[config.mk]
export PLATFORM = sky130hd
export DESIGN_NAME = length_prefixed_crc16_frame_receiver
export DESIGN_NICKNAME = d
export VERILOG_FILES = /design/src/lpfr_pkg.sv /design/src/lpfr_crc_byte.sv /design/src/lpfr_parser.sv /design/src/length_prefixed_crc16_frame_receiver.sv
export SDC_FILE = /design/constraint.sdc
export NUM_CORES = 1
export LEC_CHECK = 0
export BUFFER_PORTS_ARGS = -buffer_cell sky130_fd_sc_hd__buf_4
export CORE_MARGIN = 2
export CORE_UTILIZATION = 30
export CTS_CLUSTER_SIZE = 14
export DETAILED_ROUTE_END_ITERATION = 12
export GPL_ROUTABILITY_DRIVEN = 0
export GPL_TIMING_DRIVEN = 0
export SLEW_MARGIN = 5
export SYNTH_ARGS = -nofsm -noshare
export SYNTH_HDL_FRONTEND = slang
export SYNTH_HIERARCHICAL = 1
export SYNTH_SLANG_ARGS = --single-unit
[constraint.sdc]
create_clock -name clk -period 5.7 [get_ports clk]
set_input_delay 0 -clock clk [delete_from_list [all_inputs] [get_ports clk]]
set_output_delay 0 -clock clk [all_outputs]
set_load 0.02 [all_outputs]
[src/lpfr_pkg.sv]
`default_nettype none

package lpfr_pkg;

  localparam int unsigned CFG_IDX_W = 1;
  localparam int unsigned CFG_DATA_W = 16;
  localparam int unsigned SIL_W = 17;

  // configuration register indexes
  localparam logic [CFG_IDX_W-1:0] CFG_GAP_LIMIT = 1'b0;
  localparam logic [CFG_IDX_W-1:0] CFG_CRC_POLY  = 1'b1;

  localparam logic [15:0] GAP_LIMIT_RST = 16'd2602;
  localparam logic [15:0] CRC_POLY_RST  = 16'h1021;

  // event codes
  localparam logic [2:0] EV_HEADER    = 3'd0;
  localparam logic [2:0] EV_DATA      = 3'd1;
  localparam logic [2:0] EV_GOOD      = 3'd2;
  localparam logic [2:0] EV_CRC_ERR   = 3'd3;
  localparam logic [2:0] EV_ACK       = 3'd4;
  localparam logic [2:0] EV_NAK       = 3'd5;
  localparam logic [2:0] EV_RESYNC    = 3'd6;
  localparam logic [2:0] EV_ZERO_LEN  = 3'd7;

  localparam logic [3:0] ACK_NIBBLE = 4'hA;

  typedef enum logic [2:0] {
    PH_LEN  = 3'd0,
    PH_DEST = 3'd1,
    PH_DATA = 3'd2,
    PH_CRC  = 3'd3,
    PH_ACK  = 3'd4,
    PH_SKIP = 3'd5
  } phase_t;

  typedef struct packed {
    logic       kind;
    logic [7:0] rx_byte;
  } item_t;

  typedef struct packed {
    logic       vld;
    logic [2:0] ev;
    logic [7:0] value;
    logic [7:0] dest;
    logic [7:0] len;
    logic [7:0] idx;
  } result_t;

endpackage

`default_nettype wire

[src/lpfr_crc_byte.sv]
`default_nettype none

// MSB-first CRC16 update by one byte, eight shift steps.
module lpfr_crc_byte
  import lpfr_pkg::*;
(
  input  wire logic [15:0] crc_in,
  input  wire logic [7:0]  data_in,
  input  wire logic [15:0] poly,
  output logic      [15:0] crc_out
);

  always_comb begin
    logic [15:0] c;
    c = crc_in ^ {data_in, 8'h00};
    for (int i = 0; i < 8; i++) begin
      if (c[15]) begin
        c = {c[14:0], 1'b0} ^ poly;
      end else begin
        c = {c[14:0], 1'b0};
      end
    end
    crc_out = c;
  end

endmodule

`default_nettype wire

[src/lpfr_parser.sv]
`default_nettype none

// Frame state and per-item decision. Result is combinational; state
// advances on step.
module lpfr_parser
  import lpfr_pkg::*;
(
  input  wire logic        clk,
  input  wire logic        rst_n,
  input  wire logic        step,
  input  wire item_t       item,
  input  wire logic [15:0] gap_limit,
  input  wire logic [15:0] crc_poly,
  output result_t          res
);

  phase_t            phase_r, phase_nxt;
  logic [7:0]        len_r, len_nxt;
  logic [7:0]        dest_r, dest_nxt;
  logic [7:0]        cnt_r, cnt_nxt;
  logic [15:0]       crc_r, crc_nxt;
  logic              hi_ok_r, hi_ok_nxt;
  logic [SIL_W-1:0]  sil_r, sil_nxt;

  logic [15:0] crc_seed;
  logic [15:0] crc_upd;
  logic [7:0]  cnt_inc;
  logic        expired;
  logic        hi_match;
  logic        lo_match;

  assign crc_seed = (phase_r == PH_LEN) ? 16'h0000 : crc_r;

  lpfr_crc_byte u_crc (
    .crc_in  (crc_seed),
    .data_in (item.rx_byte),
    .poly    (crc_poly),
    .crc_out (crc_upd)
  );

  assign cnt_inc  = cnt_r + 8'd1;
  assign hi_match = (item.rx_byte == crc_r[15:8]);
  assign lo_match = (item.rx_byte == crc_r[7:0]);

  // silence counter saturates one above the gap limit
  always_comb begin
    sil_nxt = sil_r;
    if (item.kind) begin
      if (sil_r <= {1'b0, gap_limit}) begin
        sil_nxt = sil_r + {{(SIL_W-1){1'b0}}, 1'b1};
      end
    end else begin
      sil_nxt = '0;
    end
  end

  assign expired = (sil_nxt > {1'b0, gap_limit});

  // next phase
  always_comb begin
    phase_nxt = phase_r;
    if (item.kind) begin
      if (phase_r != PH_LEN && expired) begin
        phase_nxt = PH_LEN;
      end
    end else begin
      case (phase_r)
        PH_LEN:  if (item.rx_byte != 8'h00) phase_nxt = PH_DEST;
        PH_DEST: phase_nxt = PH_DATA;
        PH_DATA: if (cnt_inc >= len_r) phase_nxt = PH_CRC;
        PH_CRC: begin
          if (!hi_ok_r) begin
            if (!hi_match) phase_nxt = PH_SKIP;
          end else begin
            phase_nxt = lo_match ? PH_ACK : PH_SKIP;
          end
        end
        default: phase_nxt = PH_SKIP;
      endcase
    end
  end

  // frame registers and result
  always_comb begin
    len_nxt   = len_r;
    dest_nxt  = dest_r;
    cnt_nxt   = cnt_r;
    crc_nxt   = crc_r;
    hi_ok_nxt = hi_ok_r;
    res       = '0;
    res.dest  = dest_r;
    res.len   = len_r;
    if (item.kind) begin
      if (phase_r != PH_LEN && expired) begin
        len_nxt   = '0;
        dest_nxt  = '0;
        cnt_nxt   = '0;
        crc_nxt   = '0;
        hi_ok_nxt = 1'b0;
        res.vld   = (phase_r != PH_SKIP);
        res.ev    = EV_RESYNC;
      end
    end else begin
      case (phase_r)
        PH_LEN: begin
          if (item.rx_byte == 8'h00) begin
            res.vld  = 1'b1;
            res.ev   = EV_ZERO_LEN;
            res.dest = '0;
            res.len  = '0;
          end else begin
            len_nxt   = item.rx_byte;
            dest_nxt  = '0;
            cnt_nxt   = '0;
            crc_nxt   = crc_upd;
            hi_ok_nxt = 1'b0;
          end
        end
        PH_DEST: begin
          dest_nxt = item.rx_byte;
          crc_nxt  = crc_upd;
          res.vld  = 1'b1;
          res.ev   = EV_HEADER;
          res.dest = item.rx_byte;
        end
        PH_DATA: begin
          crc_nxt   = crc_upd;
          cnt_nxt   = cnt_inc;
          res.vld   = 1'b1;
          res.ev    = EV_DATA;
          res.value = item.rx_byte;
          res.idx   = cnt_r;
        end
        PH_CRC: begin
          if (!hi_ok_r) begin
            if (!hi_match) begin
              res.vld = 1'b1;
              res.ev  = EV_CRC_ERR;
            end else begin
              hi_ok_nxt = 1'b1;
            end
          end else begin
            res.vld = 1'b1;
            res.ev  = lo_match ? EV_GOOD : EV_CRC_ERR;
          end
        end
        PH_ACK: begin
          res.vld   = 1'b1;
          res.ev    = (item.rx_byte[3:0] == ACK_NIBBLE) ? EV_ACK : EV_NAK;
          res.value = item.rx_byte;
        end
        default: begin
        end
      endcase
    end
  end

  always_ff @(posedge clk) begin
    if (!rst_n) begin
      phase_r <= PH_LEN;
      len_r   <= '0;
      dest_r  <= '0;
      cnt_r   <= '0;
      crc_r   <= '0;
      hi_ok_r <= 1'b0;
      sil_r   <= '0;
    end else if (step) begin
      phase_r <= phase_nxt;
      len_r   <= len_nxt;
      dest_r  <= dest_nxt;
      cnt_r   <= cnt_nxt;
      crc_r   <= crc_nxt;
      hi_ok_r <= hi_ok_nxt;
      sil_r   <= sil_nxt;
    end
  end

endmodule

`default_nettype wire

[src/length_prefixed_crc16_frame_receiver.sv]
`default_nettype none

// Channel   Direction  Handshake              Payload
// in        input      in_valid / in_ready    in_kind, in_rx_byte
// out       output     out_valid / out_ready  out_event_res, out_value, out_frame_dest,
//                                             out_frame_length, out_data_index
// cfg       input      cfg_we (no wait)       cfg_index, cfg_wdata
//
// One item per cycle sustained while the output is not stalled. An item is held
// in the input register, the parser decides and updates frame state, and any
// result lands in the output register, which drives out_valid. Items that give
// no result still pass through the parser stage. A stalled output holds the
// parser stage; the input register then fills and in_ready drops.
// rst_n (sync, active low) clears valids, frame state and loads register defaults.
module length_prefixed_crc16_frame_receiver
  import lpfr_pkg::*;
(
  input  wire logic                  clk,
  input  wire logic                  rst_n,
  // input item
  input  wire logic                  in_valid,
  output logic                       in_ready,
  input  wire logic                  in_kind,
  input  wire logic [7:0]            in_rx_byte,
  // result item
  output logic                       out_valid,
  input  wire logic                  out_ready,
  output logic [2:0]                 out_event_res,
  output logic [7:0]                 out_value,
  output logic [7:0]                 out_frame_dest,
  output logic [7:0]                 out_frame_length,
  output logic [7:0]                 out_data_index,
  // configuration
  input  wire logic                  cfg_we,
  input  wire logic [CFG_IDX_W-1:0]  cfg_index,
  input  wire logic [CFG_DATA_W-1:0] cfg_wdata
);

  // config registers
  logic [15:0] gap_limit_r;
  logic [15:0] crc_poly_r;

  // input stage
  logic        inq_valid_r, inq_valid_nxt;
  item_t       inq_r;

  // output stage
  logic        out_valid_r, out_valid_nxt;
  result_t     out_r;

  result_t     res;
  logic        out_free;
  logic        step;
  logic        in_acc;

  // output slot frees when empty or being drained this cycle
  assign out_free = !out_valid_r || out_ready;
  assign step     = inq_valid_r && out_free;
  assign in_ready = !inq_valid_r || out_free;
  assign in_acc   = in_valid && in_ready;

  always_ff @(posedge clk) begin
    if (!rst_n) begin
      gap_limit_r <= GAP_LIMIT_RST;
      crc_poly_r  <= CRC_POLY_RST;
    end else if (cfg_we) begin
      case (cfg_index)
        CFG_GAP_LIMIT: gap_limit_r <= cfg_wdata;
        CFG_CRC_POLY:  crc_poly_r  <= cfg_wdata;
        default: begin
        end
      endcase
    end
  end

  lpfr_parser u_parser (
    .clk       (clk),
    .rst_n     (rst_n),
    .step      (step),
    .item      (inq_r),
    .gap_limit (gap_limit_r),
    .crc_poly  (crc_poly_r),
    .res       (res)
  );

  always_comb begin
    inq_valid_nxt = inq_valid_r;
    if (in_acc) begin
      inq_valid_nxt = 1'b1;
    end else if (step) begin
      inq_valid_nxt = 1'b0;
    end
  end

  always_comb begin
    out_valid_nxt = out_valid_r;
    if (step) begin
      out_valid_nxt = res.vld;
    end else if (out_ready) begin
      out_valid_nxt = 1'b0;
    end
  end

  always_ff @(posedge clk) begin
    if (!rst_n) begin
      inq_valid_r <= 1'b0;
      out_valid_r <= 1'b0;
    end else begin
      inq_valid_r <= inq_valid_nxt;
      out_valid_r <= out_valid_nxt;
    end
  end

  // payload registers, no reset
  always_ff @(posedge clk) begin
    if (in_acc) begin
      inq_r.kind    <= in_kind;
      inq_r.rx_byte <= in_rx_byte;
    end
    if (step && res.vld) begin
      out_r <= res;
    end
  end

  assign out_valid        = out_valid_r;
  assign out_event_res    = out_r.ev;
  assign out_value        = out_r.value;
  assign out_frame_dest   = out_r.dest;
  assign out_frame_length = out_r.len;
  assign out_data_index   = out_r.idx;

endmodule

`default_nettype wire

==> impl_metrics.json, run 1 <==
{
  "rsz0062_at_grt": "false",
  "timing.final.ws_setup_ns": 0.2682,
  "synth_area_per_cell_sq_um": 8.783,
  "io_pins": 68,
  "dr.pass1.iters": 5,
  "slowest_stage": "a2111oi_1",
  "synth_edf_count": 44,
  "slowest_delay_ns": 0.55,
  "finClkSkew_ns": 0.01440,
  "grt_pass1_vias": 8430,
  "numCtsBuffers": 17,
  "drt_wl_total_mm": 28.97,
  "slew_viol_final": 0,
  "cts_tree": "built",
  "h-tree-depth": 4,
  "netlist_area_sq_um": 10190,
  "worst_pin_slew_ns": 0.8810,
  "die-height_um": 188.3,
  "crit_arrival_ns": 5.55,
  "drt_iter0_drc": 713,
  "power_mw": 3.050,
  "cts_buffer_depth": 2,
  "drc_errors": 0,
  "initial_core_util_pct": 30.46,
  "dieArea_sq_um": 35450,
  "num_rows": 67,
  "drt-wirelength-per-cell_um": 16.65,
  "finalSetupViolCount": 0,
  "cts-root-buf": "clkbuf_16",
  "hold_class": "primary input to flip-flop",
  "relSlewSlack_pct": 40.81,
  "cp_data_required_time_ns": 5.82,
  "hold_violations": 0,
  "status": "finished, final reports clean",
  "synth_top_cell_area_share_pct": 18.67,
  "clk_latency_ns": 0.43,
  "core_area_sq_um": 33450,
  "die_w_um": 188.3,
  "start_kind": "flip-flop",
  "placed_cell_area_sq_um": 11290,
  "period_share_pct": 95.30,
  "end_kind": "flip-flop",
  "dp_hpwl_mm": 21.99,
  "ir_drop_v": 0.0002095,
  "design_area_sq_um": 12200,
  "fin_crit_ns": 5.432,
  "ys_warn_count": 6,
  "vias": 8838,
  "clock_sinks": 139,
  "p_leak_nw": 4.646,
  "layout-drive-gt1-share_pct": 15.40,
  "synth_seq_cells": 139,
  "grt_pass1_wl_mm": 45.60,
  "path_clk_slew_ns": 0.07,
  "max_freq_mhz": 184.1,
  "ant_nets": 0,
  "yosysSeqAreaShare_pct": 31.63,
  "fin_cells": 1740,
  "synth_cells": 1160,
  "critPathKind": "flip-flop to flip-flop",
  "drv_cap": 0,
  "placedCellCount": 1677,
  "grt-ovfl-total": 0,
  "grt.total_usage_pct": 16.26,
  "synth.area.top_cells": "dfxtp_1, edfxtp_1, xnor2_1",
  "synth_top_area_cell": "dfxtp_1",
  "synthArstFlopShare_pct": 0,
  "syn_to_final_growth_pct": 19.71,
  "num_antenna_cells": 0,
  "port_buffers": 67,
  "dp_slack_ns": -0.4050,
  "p_per_area_nw_per_um2": 250.1,
  "antenna_found_initial": 0,
  "grt_max_degree": 35,
  "synth.distinct_cells": 91,
  "synth_ff_type": "dfxtp_1",
  "whs_ns": 0.1736,
  "postLayoutCoreUtil_pct": 36.46,
  "tns_ns": 0,
  "viasPerCell": 5.079,
  "postSynthNetCount": 1233,
  "worstPathCellList": "ha_1 > a21oi_1 > o21ai_0 > a2111oi_1 > o21ai_2 > a21bo_2 > clkbuf_1 > nor2_1 > xnor2_1 > nor2_1 > ha_1 > nand4_1 > nor3_1 > a221oi_1 > a21boi_2 > o21ai_1 > a21oi_2 > nand2_1 > nor2_4 > buf_12",
  "final_net_count": 1352,
  "cp_max_fo": 34
}
## logic make-up after synthesis
logic type	synth area share, %
compound gates	18.37
buf+inv	6.852
fa+ha+maj	5.158
flops	31.63
xor+xnor	15.77
simple gates	19.66
mux	2.554
## placed cells by master (no fill, tap or decap), types with 44 or more instances in the layout
| cell type | synthesis | final |
|---|---|---|
| dfxtp_1 | 95 | 95 |
| clkbuf_1 | 48 | 47 |
| nand2_1 | 165 | 165 |
| a21oi_1 | 50 | 48 |
| buf_4 | 4 | 72 |
| inv_1 | 47 | 47 |
| edfxtp_1 | 44 | 44 |
| nor2_1 | 63 | 62 |
| o21ai_0 | 48 | 47 |
| xnor2_1 | 92 | 92 |
## timing repair
action / in CTS / in global routing
endpoints found under the setup margin: 35 / 58
hold endpoints to repair: 43 / 0
hold buffers: 31 / 0
gates resized for setup: 4 / 8
buffers inserted: 0 / 0
## Yosys cell counts (all sizes together), types with 28 or more instances
| library cell | instances |
|---|---|
| a21oi | 50 |
| a22o | 42 |
| and2 | 28 |
| buf | 35 |
| clkbuf | 54 |
| dfxtp | 95 |
| edfxtp | 44 |
| ha | 42 |
| inv | 47 |
| nand2 | 166 |
| nand3 | 40 |
| nor2 | 66 |
| o21ai | 70 |
| xnor2 | 94 |
| xor2 | 37 |
## registers in the layout (all words and copies together) (netlist names), 8 cells and up
register,flops
u_parser/sil_r,17
crc_poly_r,16
gap_limit_r,16
u_parser/crc_r,16
inq_r,9
out_data_index,8
out_frame_dest,8
out_frame_length,8
out_value,8
u_parser/cnt_r,8
u_parser/dest_r,8
u_parser/len_r,8
## power breakdown
part / internal, mW / switching (mW) / leakage (nW) / total, mW
clock: 0.582 / 0.497 / 0.282 / 1.08
combinational: 0.390 / 0.498 / 3.18 / 0.888
sequential: 1.05 / 0.0281 / 1.18 / 1.08
total: 2.03 / 1.02 / 4.65 / 3.05
## final timing paths
| kind | cells past startpoint | to | startpoint | slack (ns) |
|---|---|---|---|---|
| setup / recovery | 20 | out_value[4] | u_parser/sil_r[2] | 0.27 |
| hold / removal | 4 | crc_poly_r[0] | rst_n | 0.17 |
| setup reg to reg | 20 | out_value[4] | u_parser/sil_r[2] | 0.27 |
| hold reg to reg | 2 | crc_poly_r[11] | crc_poly_r[11] | 0.45 |
## layer usage
metal  global-route usage (%)  wire (um)  up-vias
met2                    26.26      13170      251
met4                    4.391        506        0
li1                         -          -     4345
met1                    22.53      13760     4210
met5                        0          0        -
met3                    2.552       1536       32
## area by class of cell
| type | instances | area (sq um) |
|---|---|---|
| fill | 3384 | 21250 |
| multi-input combinational | 883 | 6304 |
| sequential | 139 | 3223 |
| timing repair buffer | 100 | 840.8 |
| tap | 448 | 560.5 |
| buffer | 90 | 519.2 |
| clock buffer | 17 | 425.4 |
| inverter | 48 | 180.2 |
| clock inverter | 15 | 143.9 |
## worst max-delay path, delay by kind of cell, from the launching register on
| kind | cells | cell delay [ns] |
|---|---|---|
| flip-flops | 1 | 0.52 |
| adder cells (fa/ha/maj) | 2 | 0.61 |
| AO/OA/AOI/OAI | 9 | 2.31 |
| XOR/XNOR | 1 | 0.13 |
| AND/OR/NAND/NOR | 6 | 1.04 |
| buffers and inverters | 2 | 0.47 |
Note: power is estimated with default switching activity, not from simulation.
==> run 2: changes to the inputs <==
Settings changed: CORE_MARGIN 2 to default, RECOVER_POWER from default to 100.
Clock period 5.7 ns to 5.5 ns, I/O delays scaled along.
==> impl_metrics.json, run 2 (synthesized netlist as in run 1, its figures left out) <==
{
  "status": "finished, final reports clean",
  "p_clk_share_pct": 35.1,
  "drt-wirelength-per-cell_um": 16.66,
  "p_per_area_nw_per_um2": 261.3,
  "critPathKind": "flip-flop to flip-flop",
  "ant_nets": 0,
  "start_kind": "flip-flop",
  "finalSetupViolCount": 0,
  "largest_reg_flops": 17,
  "end_kind": "flip-flop",
  "grt.total_usage_pct": 17.19,
  "drt_iter0_drc": 638,
  "cts_setup_buffers": 0,
  "num_rows": 67,
  "grt_max_degree": 35,
  "p_leak_nw": 4.413,
  "slowest_stage": "or4_4",
  "worst_pin_slew_ns": 1.116,
  "cts_tree": "built",
  "grt_pass1_wl_mm": 45.99,
  "core_area_sq_um": 33450,
  "initial_core_util_pct": 30.46,
  "final_net_count": 1351,
  "cp_data_required_time_ns": 5.82,
  "hold_class": "primary input to flip-flop",
  "seqPwrFrac_pct": 35.9,
  "syn_to_final_growth_pct": 17.30,
  "cts_buffer_depth": 2,
  "period_share_pct": 93.80,
  "max_freq_mhz": 193.8,
  "p_sw_mw": 1.044,
  "viasPerCell": 5.064,
  "ir_drop_v": 0.0002204,
  "clock_sinks": 139,
  "path_clk_slew_ns": 0.07,
  "vias": 8807,
  "die-height_um": 186.3,
  "timing.final.ws_setup_ns": 0.3409,
  "io_pins": 68,
  "port_buffers": 67,
  "dp_slack_ns": -0.5734,
  "grt-ovfl-total": 0,
  "p_comb_share_pct": 29.0,
  "drv_cap": 0,
  "num_antenna_cells": 0,
  "finClkSkew_ns": 0.01411,
  "largest_register": "u_parser/sil_r",
  "drt_wl_total_mm": 28.96,
  "worstPathCellList": "nor3_2 > clkbuf_1 > clkbuf_2 > nor2b_1 > xor2_2 > nor3_1 > o32ai_1 > a211oi_1 > or3_1 > buf_2 > and3_1 > or4_4 > a32oi_2 > o211ai_2 > nand3_2 > xnor3_1 > a22o_1",
  "cts-root-buf": "clkbuf_16",
  "drc_errors": 0,
  "dp_hpwl_mm": 22.01,
  "internal_power_mw": 2.079,
  "slowest_delay_ns": 0.53,
  "hold_violations": 0,
  "swShare_pct": 33.43,
  "h-tree-depth": 4,
  "reg2reg_slack_ns": 0.34,
  "tns_ns": 0,
  "numCtsBuffers": 17,
  "grt_pass1_vias": 8611,
  "crit_arrival_ns": 5.48,
  "dr.pass1.iters": 6,
  "antenna_found_initial": 0,
  "layout-drive-gt1-share_pct": 10.84,
  "dieArea_sq_um": 34700,
  "die_w_um": 186.3,
  "cp_max_fo": 10,
  "clk_latency_ns": 0.44,
  "relSlewSlack_pct": 24.78,
  "fin_crit_ns": 5.159,
  "slew_viol_final": 0,
  "final_cell_mix": "nand2_1, clkbuf_1, dfxtp_1",
  "rsz0062_at_grt": "false",
  "nFillCells": 3497,
  "final_common_cell": "nand2_1"
}
[run 2: path summary, 6_finish.rpt]
check / startpoint / endpoint / cells after the start
setup / recovery: u_parser/phase_r[2] / u_parser/crc_r[2] / 17
setup reg to reg: u_parser/phase_r[2] / u_parser/crc_r[2] / 17
hold / removal: rst_n / crc_poly_r[0] / 4
hold reg to reg: crc_poly_r[2] / crc_poly_r[2] / 2
[run 2: area by class of cell]
type                            count  area (sq um)  area share (%)
Tap cell                          448         560.5           4.690
Sequential cell                   139          3223           26.97
Buffer                             89         483.0           4.041
Multi-Input combinational cell    883          6290           52.63
Clock buffer                       18         429.2           3.591
Inverter                           48         180.2           1.508
Timing Repair Buffer              100         664.4           5.559
Clock inverter                     14         121.4           1.015
[run 2: repair_timing]
action / in CTS / in global routing
endpoints found under the setup margin: 36 / 54
pin swaps: 0 / 0
hold buffers: 31 / 0
hold endpoints to repair: 44 / 0
cloned: 0 / 0
gates resized for setup: 5 / 13
[run 2: layer usage]
layer | track usage, % | vias up | wire [um]
met3 | 2.629 | 41 | 1459
met4 | 6.557 | 0 | 724
met2 | 27.16 | 233 | 13050
met1 | 23.51 | 4193 | 13730
li1 | - | 4340 | -
met5 | 0 | - | 0
[run 2: power by group through the flow]
stage	clock network [mW]	logic [mW]	registers (mW)
after global placement	0	0.886	1.14
after global routing	1.17	0.989	1.13
after CTS	1.12	0.917	1.12
after floorplan	0	0.682	1.14
final	1.10	0.906	1.12
after detailed placement	0	0.896	1.14
[run 2: through the flow]
step	utilization, %	hold slack, ns	instance area [sq um]	instances	total power, mW
final	35.73	0.1338	11950	1739	3.123
after global routing	35.73	0.1533	11950	1739	3.281
after CTS	36.36	0.1222	12160	1740	3.154
after detailed placement	33.74	0.1795	11290	1677	2.039
after global placement	33.65	0.1799	11250	1675	2.029
after floorplan	-	0.09887	10190	1160	1.821
[run 2: critical path, delay by kind of cell, from the launching register on]
kind	cells	cell delay (ns)
simple gates	7	1.89
compound gates	5	1.09
buf+inv	3	0.90
xor+xnor	2	0.83
flops	1	0.35
